**src/design/bblur_pkg.sv**
```systemverilog
// Shared types, constants and helper functions for the 3x3 box blur.
package bblur_pkg;

   localparam int MAX_WIDTH = 2048;
   localparam int COL_W     = (MAX_WIDTH > 1) ? $clog2(MAX_WIDTH) : 1;
   localparam int CFG_W     = 12;
   localparam int EW_W      = ($clog2(MAX_WIDTH + 1) > CFG_W) ? $clog2(MAX_WIDTH + 1) : CFG_W;
   localparam int ROW_W     = 12;
   localparam int PIX_W     = 24;
   localparam int NUM_ROWS  = 3;
   localparam int DEPTH     = NUM_ROWS * MAX_WIDTH;
   localparam int ADDR_W    = $clog2(DEPTH);
   localparam int NUM_TAPS  = 9;
   localparam int CNT_W     = 4;
   localparam int SUM_W     = 12;
   localparam int NUM_W     = 13;
   localparam int REC_W     = 16;
   localparam int PROD_W    = NUM_W + REC_W;
   localparam int Q_W       = 9;
   localparam int DEN_W     = 5;
   localparam int BACK_W    = Q_W + DEN_W;

   localparam logic CSR_FRAME_WIDTH  = 1'b0;
   localparam logic CSR_FRAME_HEIGHT = 1'b1;

   localparam logic CMD_PIXEL = 1'b0;
   localparam logic CMD_DRAIN = 1'b1;

   localparam logic [CFG_W-1:0] WIDTH_RESET  = CFG_W'(640);
   localparam logic [CFG_W-1:0] HEIGHT_RESET = CFG_W'(480);

   typedef struct packed {
      logic       command;
      logic [7:0] in_red;
      logic [7:0] in_green;
      logic [7:0] in_blue;
   } req_type;

   typedef struct packed {
      logic [7:0] out_red;
      logic [7:0] out_green;
      logic [7:0] out_blue;
      logic       frame_done;
      logic       run_last;
   } rsp_type;

   typedef struct packed {
      logic             vld;
      logic [PIX_W-1:0] pix;
   } tap_type;

   typedef enum logic [2:0] {
      ST_IDLE,
      ST_READ,
      ST_FLUSH,
      ST_SUM,
      ST_AVG,
      ST_OUT
   } seq_state_type;

   // row number modulo 3: 4**k is 1 mod 3, so fold base-4 digits
   function automatic logic [1:0] mod3(input logic [ROW_W-1:0] v);
      logic [4:0] s;
      logic [2:0] t;
      logic [2:0] u;
      s = 5'(v[1:0]) + 5'(v[3:2]) + 5'(v[5:4]) + 5'(v[7:6]) + 5'(v[9:8]) + 5'(v[11:10]);
      t = 3'(s[1:0]) + 3'(s[3:2]) + 3'(s[4]);
      u = 3'(t[1:0]) + 3'(t[2]);
      if (u >= 3'd3) begin
         u = u - 3'd3;
      end
      return u[1:0];
   endfunction

   // floor(2**16 / (2*n)) for the neighbor counts that can occur
   function automatic logic [REC_W-1:0] recip(input logic [CNT_W-1:0] n);
      logic [REC_W-1:0] r;
      unique case (n)
         4'd1:    r = 16'd32768;
         4'd2:    r = 16'd16384;
         4'd3:    r = 16'd10922;
         4'd4:    r = 16'd8192;
         4'd6:    r = 16'd5461;
         4'd9:    r = 16'd3640;
         default: r = 16'd0;
      endcase
      return r;
   endfunction

endpackage

```
**src/design/bblur_cell.sv**
```systemverilog
// One window tap: holds a pixel and its in-frame flag, shifts to its neighbor.
module bblur_cell import bblur_pkg::*; (
   input  logic    clock,
   input  logic    reset,
   input  logic    shift,
   input  tap_type tap_in,
   output tap_type tap_out
);

   logic             vld_ff;
   logic             vld_in;
   logic [PIX_W-1:0] pix_ff;
   logic [PIX_W-1:0] pix_in;

   always_comb begin
      vld_in = shift ? tap_in.vld : vld_ff;
      pix_in = shift ? tap_in.pix : pix_ff;
   end

   always_ff @(posedge clock) begin
      if (reset) begin
         vld_ff <= 1'b0;
      end else begin
         vld_ff <= vld_in;
      end
   end

   always_ff @(posedge clock) begin
      pix_ff <= pix_in;
   end

   assign tap_out = '{vld: vld_ff, pix: pix_ff};

endmodule

```
**config.mk**
```make
export PLATFORM = sky130hd
export DESIGN_NAME = bblur_cell
export DESIGN_NICKNAME = d
export VERILOG_FILES = /design/src/design/bblur_pkg.sv /design/src/design/bblur_cell.sv
export SDC_FILE = /design/constraint.sdc
export NUM_CORES = 1
export LEC_CHECK = 0
export BUFFER_PORTS_ARGS = -buffer_cell sky130_fd_sc_hd__buf_2
export CAP_MARGIN = 25
export CORE_MARGIN = 10
export CORE_UTILIZATION = 41
export DETAILED_ROUTE_END_ITERATION = 8
export PLACE_DENSITY = 0.82
export SETUP_SLACK_MARGIN = 0.3
export SYNTH_ARGS = -nofsm -noshare
export SYNTH_HDL_FRONTEND = slang
export SYNTH_SLANG_ARGS = --single-unit
```
**constraint.sdc**
```tcl
create_clock -name clock -period 1.25 [get_ports clock]
set_input_delay 0.125 -clock clock [delete_from_list [all_inputs] [get_ports clock]]
set_output_delay 0.125 -clock clock [all_outputs]
set_load 0.005 [all_outputs]
```
==> results.json <==
{
  "status": "finished, final reports clean",
  "post_cts_buffers": 0,
  "max_cap_viol_count": 0,
  "hp-class": "primary input to register",
  "utilization": 0.770,
  "final_common_cell": "buf_2",
  "grt-ovfl-total": 0,
  "drt_iter0_drc": 8,
  "clock_sinks": 25,
  "tns_ps": 0,
  "clock_skew_ps": 0,
  "syn_area_um2": 762,
  "cts_tree": "built",
  "crit_path_end_kind": "primary output",
  "period_minus_slack_ps": 956,
  "drive_gt1_frac": 0.523,
  "vias_per_cell": 4.16,
  "power_density_nw_per_um2": 1140,
  "initial_core_util": 0.437,
  "yosysUniqueCellTypes": 5,
  "worst_path_dominant_cell_family": "flip-flops",
  "routed_wirelength_mm": 2.08,
  "drc": 0,
  "antenna_found_initial": 0,
  "crit_buf_inv": 1,
  "cp-start-kind": "register",
  "max_slew.worst_pin.slew_ps": 299,
  "syn_nets": 56,
  "antenna_cells": 0,
  "seq_area_um2": 742,
  "ys_ff_latch": 25,
  "grt_pass1_vias": 624,
  "io_buffers": 52,
  "synthSimpleGateAreaFrac": 0.00493,
  "muxShareOfSynthArea": 0.0131,
  "syn_avg_cell_area_um2": 27.2,
  "irDropWorstVdd_mv": 0.810,
  "grt.met2_usage": 0.211,
  "multiInputGateArea_um2": 13.8,
  "num_vias": 557,
  "rsz0062_at_grt": "yes",
  "grt_max_degree": 15,
  "cp_cell_sequence": "buf_2",
  "grt.busiest_layer": "met2",
  "dr.pass1.iters": 2,
  "num_rows": 15,
  "finalSetupViolCount": 0,
  "clockBufferDepth": 2,
  "min_period_over_period": 0.764,
  "r2r_setup_slack_ps": 620,
  "synth_cells": 28,
  "core_region_area_um2": 1750,
  "synth_compound_area_frac": 0,
  "antenna_left": 0,
  "dieArea_um2": 3980,
  "die_y_um": 63.1,
  "grt.met1_usage": 0.0815,
  "cp_max_fo": 1,
  "p_leak_nw": 0.586,
  "syn_to_final_growth_pct": 76.4,
  "slowest_stage": "edfxtp_1",
  "synthXorXnorAreaFrac": 0,
  "htree_levels": 1,
  "clk_latency_ps": 300,
  "grt.total_usage": 0.102,
  "numCtsBuffers": 3,
  "yosys_warnings": 0,
  "max_freq_mhz": 1050,
  "layout_common_cells": "buf_2 (52), dlygate4sd3_1 (25), edfxtp_1 (24)",
  "place.gp.congestion": 0.736,
  "io_pins": 53,
  "crit_arrival_ps": 830,
  "grt_pass1_wl_mm": 3.15,
  "grtUsageMet3": 0.0477,
  "clk_pin_slew_ps": 120,
  "drv_slew": 0,
  "wl_per_cell_um": 15.6,
  "cp.required_ps": 1120,
  "fin_nets": 138,
  "hold_viol": 0,
  "max_stage_delay_ps": 390,
  "max_slew_margin": 0.801,
  "die_w_um": 63.1,
  "root_buffer": "clkbuf_4",
  "synth-seq-area-share": 0.972,
  "fillers": 105,
  "synthAdderAreaFrac": 0,
  "worstSetupPathType": "register to primary output",
  "synth_top_family_by_area": "multiplexers"
}
registers in the layout, summed over array words and instances (netlist names):
register,flops
pix_ff,24
vld_ff,1
final timing paths:
| path | depth (start not counted) | to | from |
|---|---|---|---|
| setup / recovery | 1 | tap_out[22] | pix_ff[22] |
| hold / removal | 3 | vld_ff | tap_in[24] |
| setup reg to reg | 2 | vld_ff | vld_ff |
| hold reg to reg | 2 | vld_ff | vld_ff |
area by class of cell:
| cell class | count | area share |
|---|---|---|
| sequential | 25 | 0.552 |
| tap | 25 | 0.0233 |
| clock buffer | 4 | 0.0196 |
| multi-input combinational | 2 | 0.0102 |
| timing repair buffer | 78 | 0.395 |
power breakdown:
group	switching, mW	leakage, nW	internal [mW]
clock network	0.205	0.0150	0.124
logic	0.0754	0.327	0.128
registers	0.0141	0.243	0.988
cell families after synthesis:
group,count (synthesis)
buf+inv,1
flops,25
simple gates,1
mux,1
Yosys cell counts:
cell type	count	area share
nor2_1	1	0.0049
mux2i_1	1	0.013
dfxtp_1	1	0.026
buf_4	1	0.0099
edfxtp_1	24	0.95
per-stage QoR:
stage               instance area [µm²]  power, mW  hold slack, ps  std cells  worst slack [ps]
floorplan                           762       1.04             197         28               700
global placement                   1070       1.16             282        105               385
detailed placement                 1070       1.17             290        105               358
CTS                                1340       1.55            77.7        134               276
global route                       1340       1.61            94.8        134               248
finish                             1340       1.53            83.4        134               294
repair_timing:
item                                    CTS  global route
endpoints found under the setup margin   10            25
hold buffers                             25             0
hold endpoints to repair                 25             0
gates resized for setup                   0             1
routing by layer:
layer,wire [µm],up-vias
met5,0,-
met4,0,0
met3,186,0
met2,1220,28
met1,680,258
li1,-,271
Power figures use the tool's default switching activity.
