[src/design/bblur_pkg.sv]
// Shared types, constants and helper functions for the 3x3 box blur.
package bblur_pkg;

   localparam int MAX_WIDTH = 2048;
   localparam int COL_W     = (MAX_WIDTH > 1) ? $clog2(MAX_WIDTH) : 1;
   localparam int CFG_W     = 12;
   localparam int EW_W      = ($clog2(MAX_WIDTH + 1) > CFG_W) ? $clog2(MAX_WIDTH + 1) : CFG_W;
   localparam int ROW_W     = 12;
   localparam int PIX_W     = 24;
   localparam int NUM_ROWS  = 3;
   localparam int DEPTH     = NUM_ROWS * MAX_WIDTH;
   localparam int ADDR_W    = $clog2(DEPTH);
   localparam int NUM_TAPS  = 9;
   localparam int CNT_W     = 4;
   localparam int SUM_W     = 12;
   localparam int NUM_W     = 13;
   localparam int REC_W     = 16;
   localparam int PROD_W    = NUM_W + REC_W;
   localparam int Q_W       = 9;
   localparam int DEN_W     = 5;
   localparam int BACK_W    = Q_W + DEN_W;

   localparam logic CSR_FRAME_WIDTH  = 1'b0;
   localparam logic CSR_FRAME_HEIGHT = 1'b1;

   localparam logic CMD_PIXEL = 1'b0;
   localparam logic CMD_DRAIN = 1'b1;

   localparam logic [CFG_W-1:0] WIDTH_RESET  = CFG_W'(640);
   localparam logic [CFG_W-1:0] HEIGHT_RESET = CFG_W'(480);

   typedef struct packed {
      logic       command;
      logic [7:0] in_red;
      logic [7:0] in_green;
      logic [7:0] in_blue;
   } req_type;

   typedef struct packed {
      logic [7:0] out_red;
      logic [7:0] out_green;
      logic [7:0] out_blue;
      logic       frame_done;
      logic       run_last;
   } rsp_type;

   typedef struct packed {
      logic             vld;
      logic [PIX_W-1:0] pix;
   } tap_type;

   typedef enum logic [2:0] {
      ST_IDLE,
      ST_READ,
      ST_FLUSH,
      ST_SUM,
      ST_AVG,
      ST_OUT
   } seq_state_type;

   // row number modulo 3: 4**k is 1 mod 3, so fold base-4 digits
   function automatic logic [1:0] mod3(input logic [ROW_W-1:0] v);
      logic [4:0] s;
      logic [2:0] t;
      logic [2:0] u;
      s = 5'(v[1:0]) + 5'(v[3:2]) + 5'(v[5:4]) + 5'(v[7:6]) + 5'(v[9:8]) + 5'(v[11:10]);
      t = 3'(s[1:0]) + 3'(s[3:2]) + 3'(s[4]);
      u = 3'(t[1:0]) + 3'(t[2]);
      if (u >= 3'd3) begin
         u = u - 3'd3;
      end
      return u[1:0];
   endfunction

   // floor(2**16 / (2*n)) for the neighbor counts that can occur
   function automatic logic [REC_W-1:0] recip(input logic [CNT_W-1:0] n);
      logic [REC_W-1:0] r;
      unique case (n)
         4'd1:    r = 16'd32768;
         4'd2:    r = 16'd16384;
         4'd3:    r = 16'd10922;
         4'd4:    r = 16'd8192;
         4'd6:    r = 16'd5461;
         4'd9:    r = 16'd3640;
         default: r = 16'd0;
      endcase
      return r;
   endfunction

endpackage

[src/design/bblur_avg.sv]
// Rounded average of the valid window taps: sum, reciprocal multiply, correct.
module bblur_avg import bblur_pkg::*; (
   input  logic       clock,
   input  logic       reset,
   input  logic       start,
   input  tap_type    taps [NUM_TAPS],
   output logic       done,
   output logic [7:0] avg [3]
);

   logic                v1_ff, v2_ff, v3_ff;
   logic [SUM_W-1:0]    sum_ff [3];
   logic [SUM_W-1:0]    sum_in [3];
   logic [CNT_W-1:0]    cnt_ff, cnt_in;
   logic [CNT_W-1:0]    cnt2_ff;
   logic [NUM_W-1:0]    num_ff [3];
   logic [NUM_W-1:0]    num_in [3];
   logic [PROD_W-1:0]   prod_ff [3];
   logic [PROD_W-1:0]   prod_in [3];
   logic [7:0]          avg_ff [3];
   logic [7:0]          avg_in [3];
   logic [Q_W-1:0]      q0 [3];
   logic [BACK_W-1:0]   back [3];
   logic [BACK_W-1:0]   rem [3];
   logic [DEN_W-1:0]    den;

   always_comb begin
      cnt_in = '0;
      for (int t = 0; t < NUM_TAPS; t++) begin
         cnt_in = cnt_in + CNT_W'(taps[t].vld);
      end
      for (int ch = 0; ch < 3; ch++) begin
         sum_in[ch] = '0;
         for (int t = 0; t < NUM_TAPS; t++) begin
            if (taps[t].vld) begin
               sum_in[ch] = sum_in[ch] + SUM_W'(taps[t].pix[8*ch +: 8]);
            end
         end
      end
   end

   // (2*sum + n) * floor(2^16/2n) lands on the quotient or one below it
   always_comb begin
      for (int ch = 0; ch < 3; ch++) begin
         num_in[ch]  = {sum_ff[ch], 1'b0} + NUM_W'(cnt_ff);
         prod_in[ch] = PROD_W'(num_in[ch]) * PROD_W'(recip(cnt_ff));
      end
   end

   always_comb begin
      den = {cnt2_ff, 1'b0};
      for (int ch = 0; ch < 3; ch++) begin
         q0[ch]   = prod_ff[ch][REC_W +: Q_W];
         back[ch] = BACK_W'(q0[ch]) * BACK_W'(den);
         rem[ch]  = BACK_W'(num_ff[ch]) - back[ch];
         avg_in[ch] = (rem[ch] >= BACK_W'(den)) ? 8'(q0[ch] + Q_W'(1)) : 8'(q0[ch]);
      end
   end

   always_ff @(posedge clock) begin
      if (reset) begin
         v1_ff <= 1'b0;
         v2_ff <= 1'b0;
         v3_ff <= 1'b0;
      end else begin
         v1_ff <= start;
         v2_ff <= v1_ff;
         v3_ff <= v2_ff;
      end
   end

   always_ff @(posedge clock) begin
      cnt_ff  <= cnt_in;
      cnt2_ff <= cnt_ff;
      for (int ch = 0; ch < 3; ch++) begin
         sum_ff[ch]  <= sum_in[ch];
         num_ff[ch]  <= num_in[ch];
         prod_ff[ch] <= prod_in[ch];
         avg_ff[ch]  <= avg_in[ch];
      end
   end

   assign done = v3_ff;
   always_comb begin
      for (int ch = 0; ch < 3; ch++) begin
         avg[ch] = avg_ff[ch];
      end
   end

endmodule

[config.mk]
export PLATFORM = sky130hd
export DESIGN_NAME = bblur_avg
export DESIGN_NICKNAME = d
export VERILOG_FILES = /design/src/design/bblur_pkg.sv /design/src/design/bblur_avg.sv
export SDC_FILE = /design/constraint.sdc
export NUM_CORES = 2
export LEC_CHECK = 0
export BUFFER_PORTS_ARGS = -buffer_cell sky130_fd_sc_hd__clkbuf_2
export CORE_ASPECT_RATIO = 0.9
export CORE_MARGIN = 2
export CORE_UTILIZATION = 25
export CTS_BUF_LIST = sky130_fd_sc_hd__clkbuf_2
export DETAILED_ROUTE_END_ITERATION = 12
export SYNTH_ARGS = -nofsm -noshare
export SYNTH_HDL_FRONTEND = slang
export SYNTH_SLANG_ARGS = --single-unit
[constraint.sdc]
create_clock -name clock -period 9.81 [get_ports clock]
set_input_delay 0.981 -clock clock [delete_from_list [all_inputs] [get_ports clock]]
set_output_delay 0.981 -clock clock [all_outputs]
set_load 0.05 [all_outputs]
==> impl_metrics.json <==
{
  "gr-usage-all-layers": 0.144,
  "path_max_fanout": 4,
  "clkTransAtPathRegs_ns": 0.20,
  "cp_slowest_stage_delay_ns": 0.43,
  "tightest_slew_ns": 1.05,
  "antenna_found_initial": 17,
  "viasPerCell": 4.53,
  "die_w_um": 387,
  "cp-end-kind": "flip-flop",
  "ys_types": 83,
  "max_cap_violations": 0,
  "cts_num_sinks": 134,
  "stdcell_count": 5905,
  "netlist.area_leader.share": 0.271,
  "clock_path_buffers": 2,
  "synth_area_sq_mm": 0.0329,
  "syn2layout_area_growth_pct": 12.8,
  "grt_pass1_wl_um": 152000,
  "routed_wl_um": 95300,
  "postSynth.asyncResetShare": 0,
  "ys_ff_latch": 134,
  "io_pins": 253,
  "outcome": "finished, final reports clean",
  "ys.flop_type": "dfxtp_1",
  "dp_hpwl_um": 83900,
  "arrival_ns": 9.91,
  "hold_buffers": 2,
  "wl_per_cell_um": 16.1,
  "grt_setup_unrepaired": "no",
  "cts_resized": 0,
  "synthCells": 3847,
  "start_util": 0.252,
  "cts_buffers": 17,
  "synth-edff-count": 0,
  "dp_cells": 5864,
  "period_share": 0.915,
  "max_freq_mhz": 111,
  "grt_pass1_vias": 27700,
  "fin_nets": 5292,
  "cp_slowest_cell": "fa_1",
  "drtPass1Iterations": 6,
  "hold_viol": 0,
  "setup_viol": 0,
  "critPathLaunchType": "primary input",
  "ys_warn_count": 0,
  "synth_top_area_cell": "fa_1",
  "cp.required_ns": 10.74,
  "cts_setup_buffers": 0,
  "synth_common_cells": "inv_1 (704), ha_1 (461), fa_1 (446)",
  "setup_tns_ns": 0,
  "drc": 0,
  "coreArea_sq_mm": 0.131,
  "postRouteAntennaNets": 0,
  "worstSetupPathType": "primary input to flip-flop",
  "hold_class": "primary input to flip-flop",
  "max_slew_margin": 0.297,
  "place_congestion": 0.932,
  "ys_seq_area_frac": 0.0814,
  "place.port_buffers": 252,
  "grt_max_degree": 39,
  "grt-ovfl-total": 0,
  "die_y_um": 348,
  "vias": 26800,
  "yosysMostFrequentCell": "inv_1",
  "clock_latency_ns": 1.04,
  "synth_area_per_cell_sq_um": 8.56,
  "clockRootBuffer": "clkbuf_2",
  "slew_violations": 0,
  "first_iter_violations": 1479,
  "min_period_ns": 8.98,
  "htreeDepth": 4,
  "drive_gt1_frac": 0.124,
  "fillers": 14000,
  "fin_skew_ns": 0.0647,
  "dieArea_sq_mm": 0.135,
  "crit_top_cell": "ha_1",
  "cts_tree": "done",
  "num_rows": 126,
  "ys_top_cells_by_area": "fa_1 (27%), ha_1 (18%), dfxtp_1 (8.1%)"
}
## final timing paths
| path | from | endpoint | slack [ns] | cells after the start |
|---|---|---|---|---|
| min | taps[8] | sum_ff[0][12] | 0.43 | 3 |
| max | taps[224] | sum_ff[0][35] | 0.83 | 48 |
| max reg2reg | cnt_ff[2] | prod_ff[0][81] | 1.37 | 31 |
| min reg2reg | cnt_ff[0] | cnt2_ff[0] | 0.45 | 0 |
## layer usage
metal  track usage  vias up  share of wire
met3        0.0309      125          0.060
met4        0.0401       20          0.023
li1              -    13200              -
met5             0        -         0.0014
met2         0.231      685           0.44
met1         0.195    12800           0.48
## placed cells by master (no fill, tap or decap), types with 134 or more instances in the layout
master    netlist  final
dfxtp_1       134    134
xnor2_1       186    186
inv_1         704    704
clkbuf_2        0    269
ha_1          461    461
nor2_1        309    309
o21ai_0       185    185
fa_1          446    446
nand2_1       266    266
a21oi_1       158    157
## state kept, by name, indices dropped and copies added (netlist names)
signal and flops:
avg_ff 24, cnt2_ff 4, cnt_ff 4, done 1, num_ff 36, prod_ff 27, sum_ff 36, v1_ff 1
v2_ff 1
## cell families (layout without fill, tap and decap cells)
family / Yosys count / count (layout) / synth area share
XOR/XNOR: 264 / 264 / 0.0726
adder cells (fa/ha/maj): 909 / 909 / 0.447
AND/OR/NAND/NOR: 932 / 932 / 0.132
buffers and inverters: 782 / 1094 / 0.0894
multiplexers: 111 / 111 / 0.0369
other: 1 / 19 / 0.000114
flip-flops: 134 / 134 / 0.0814
AO/OA/AOI/OAI: 714 / 714 / 0.141
## worst max-delay path, delay by kind of cell
| kind | cells | cell delay (ns) |
|---|---|---|
| AO/OA/AOI/OAI | 15 | 2.34 |
| AND/OR/NAND/NOR | 11 | 1.87 |
| adder cells (fa/ha/maj) | 9 | 2.74 |
| XOR/XNOR | 4 | 0.50 |
| multiplexers | 4 | 0.95 |
| buffers and inverters | 5 | 0.53 |
## per-stage QoR
| step | worst slack [ns] | area (sq um) | util | hold WS [ns] |
|---|---|---|---|---|
| after CTS | 0.960 | 37100 | 0.284 | 0.291 |
| after detailed placement | -0.155 | 36900 | 0.282 | 0.429 |
| after global placement | -0.0397 | 36900 | 0.282 | 0.421 |
| final | 0.833 | 37200 | 0.284 | 0.426 |
| after floorplan | 0.482 | 33000 | - | 0.392 |
| after global routing | 0.254 | 37200 | 0.284 | 0.329 |
## area by class of cell
cell class / count / area [sq um] / share of cell area
diodes: 7 / 17.5 / 0.000471
well taps: 1728 / 2160 / 0.0582
multi-input cells: 2942 / 27400 / 0.736
repair buffers: 354 / 2030 / 0.0547
clock buffers: 17 / 85.1 / 0.00229
clock inverters: 15 / 163 / 0.00438
flip-flops and latches: 134 / 2680 / 0.0722
inverters: 708 / 2660 / 0.0715
Power is left out: the tool's default activity adds up to more than one toggle a clock period on the data nets, which glitch-free logic cannot reach.
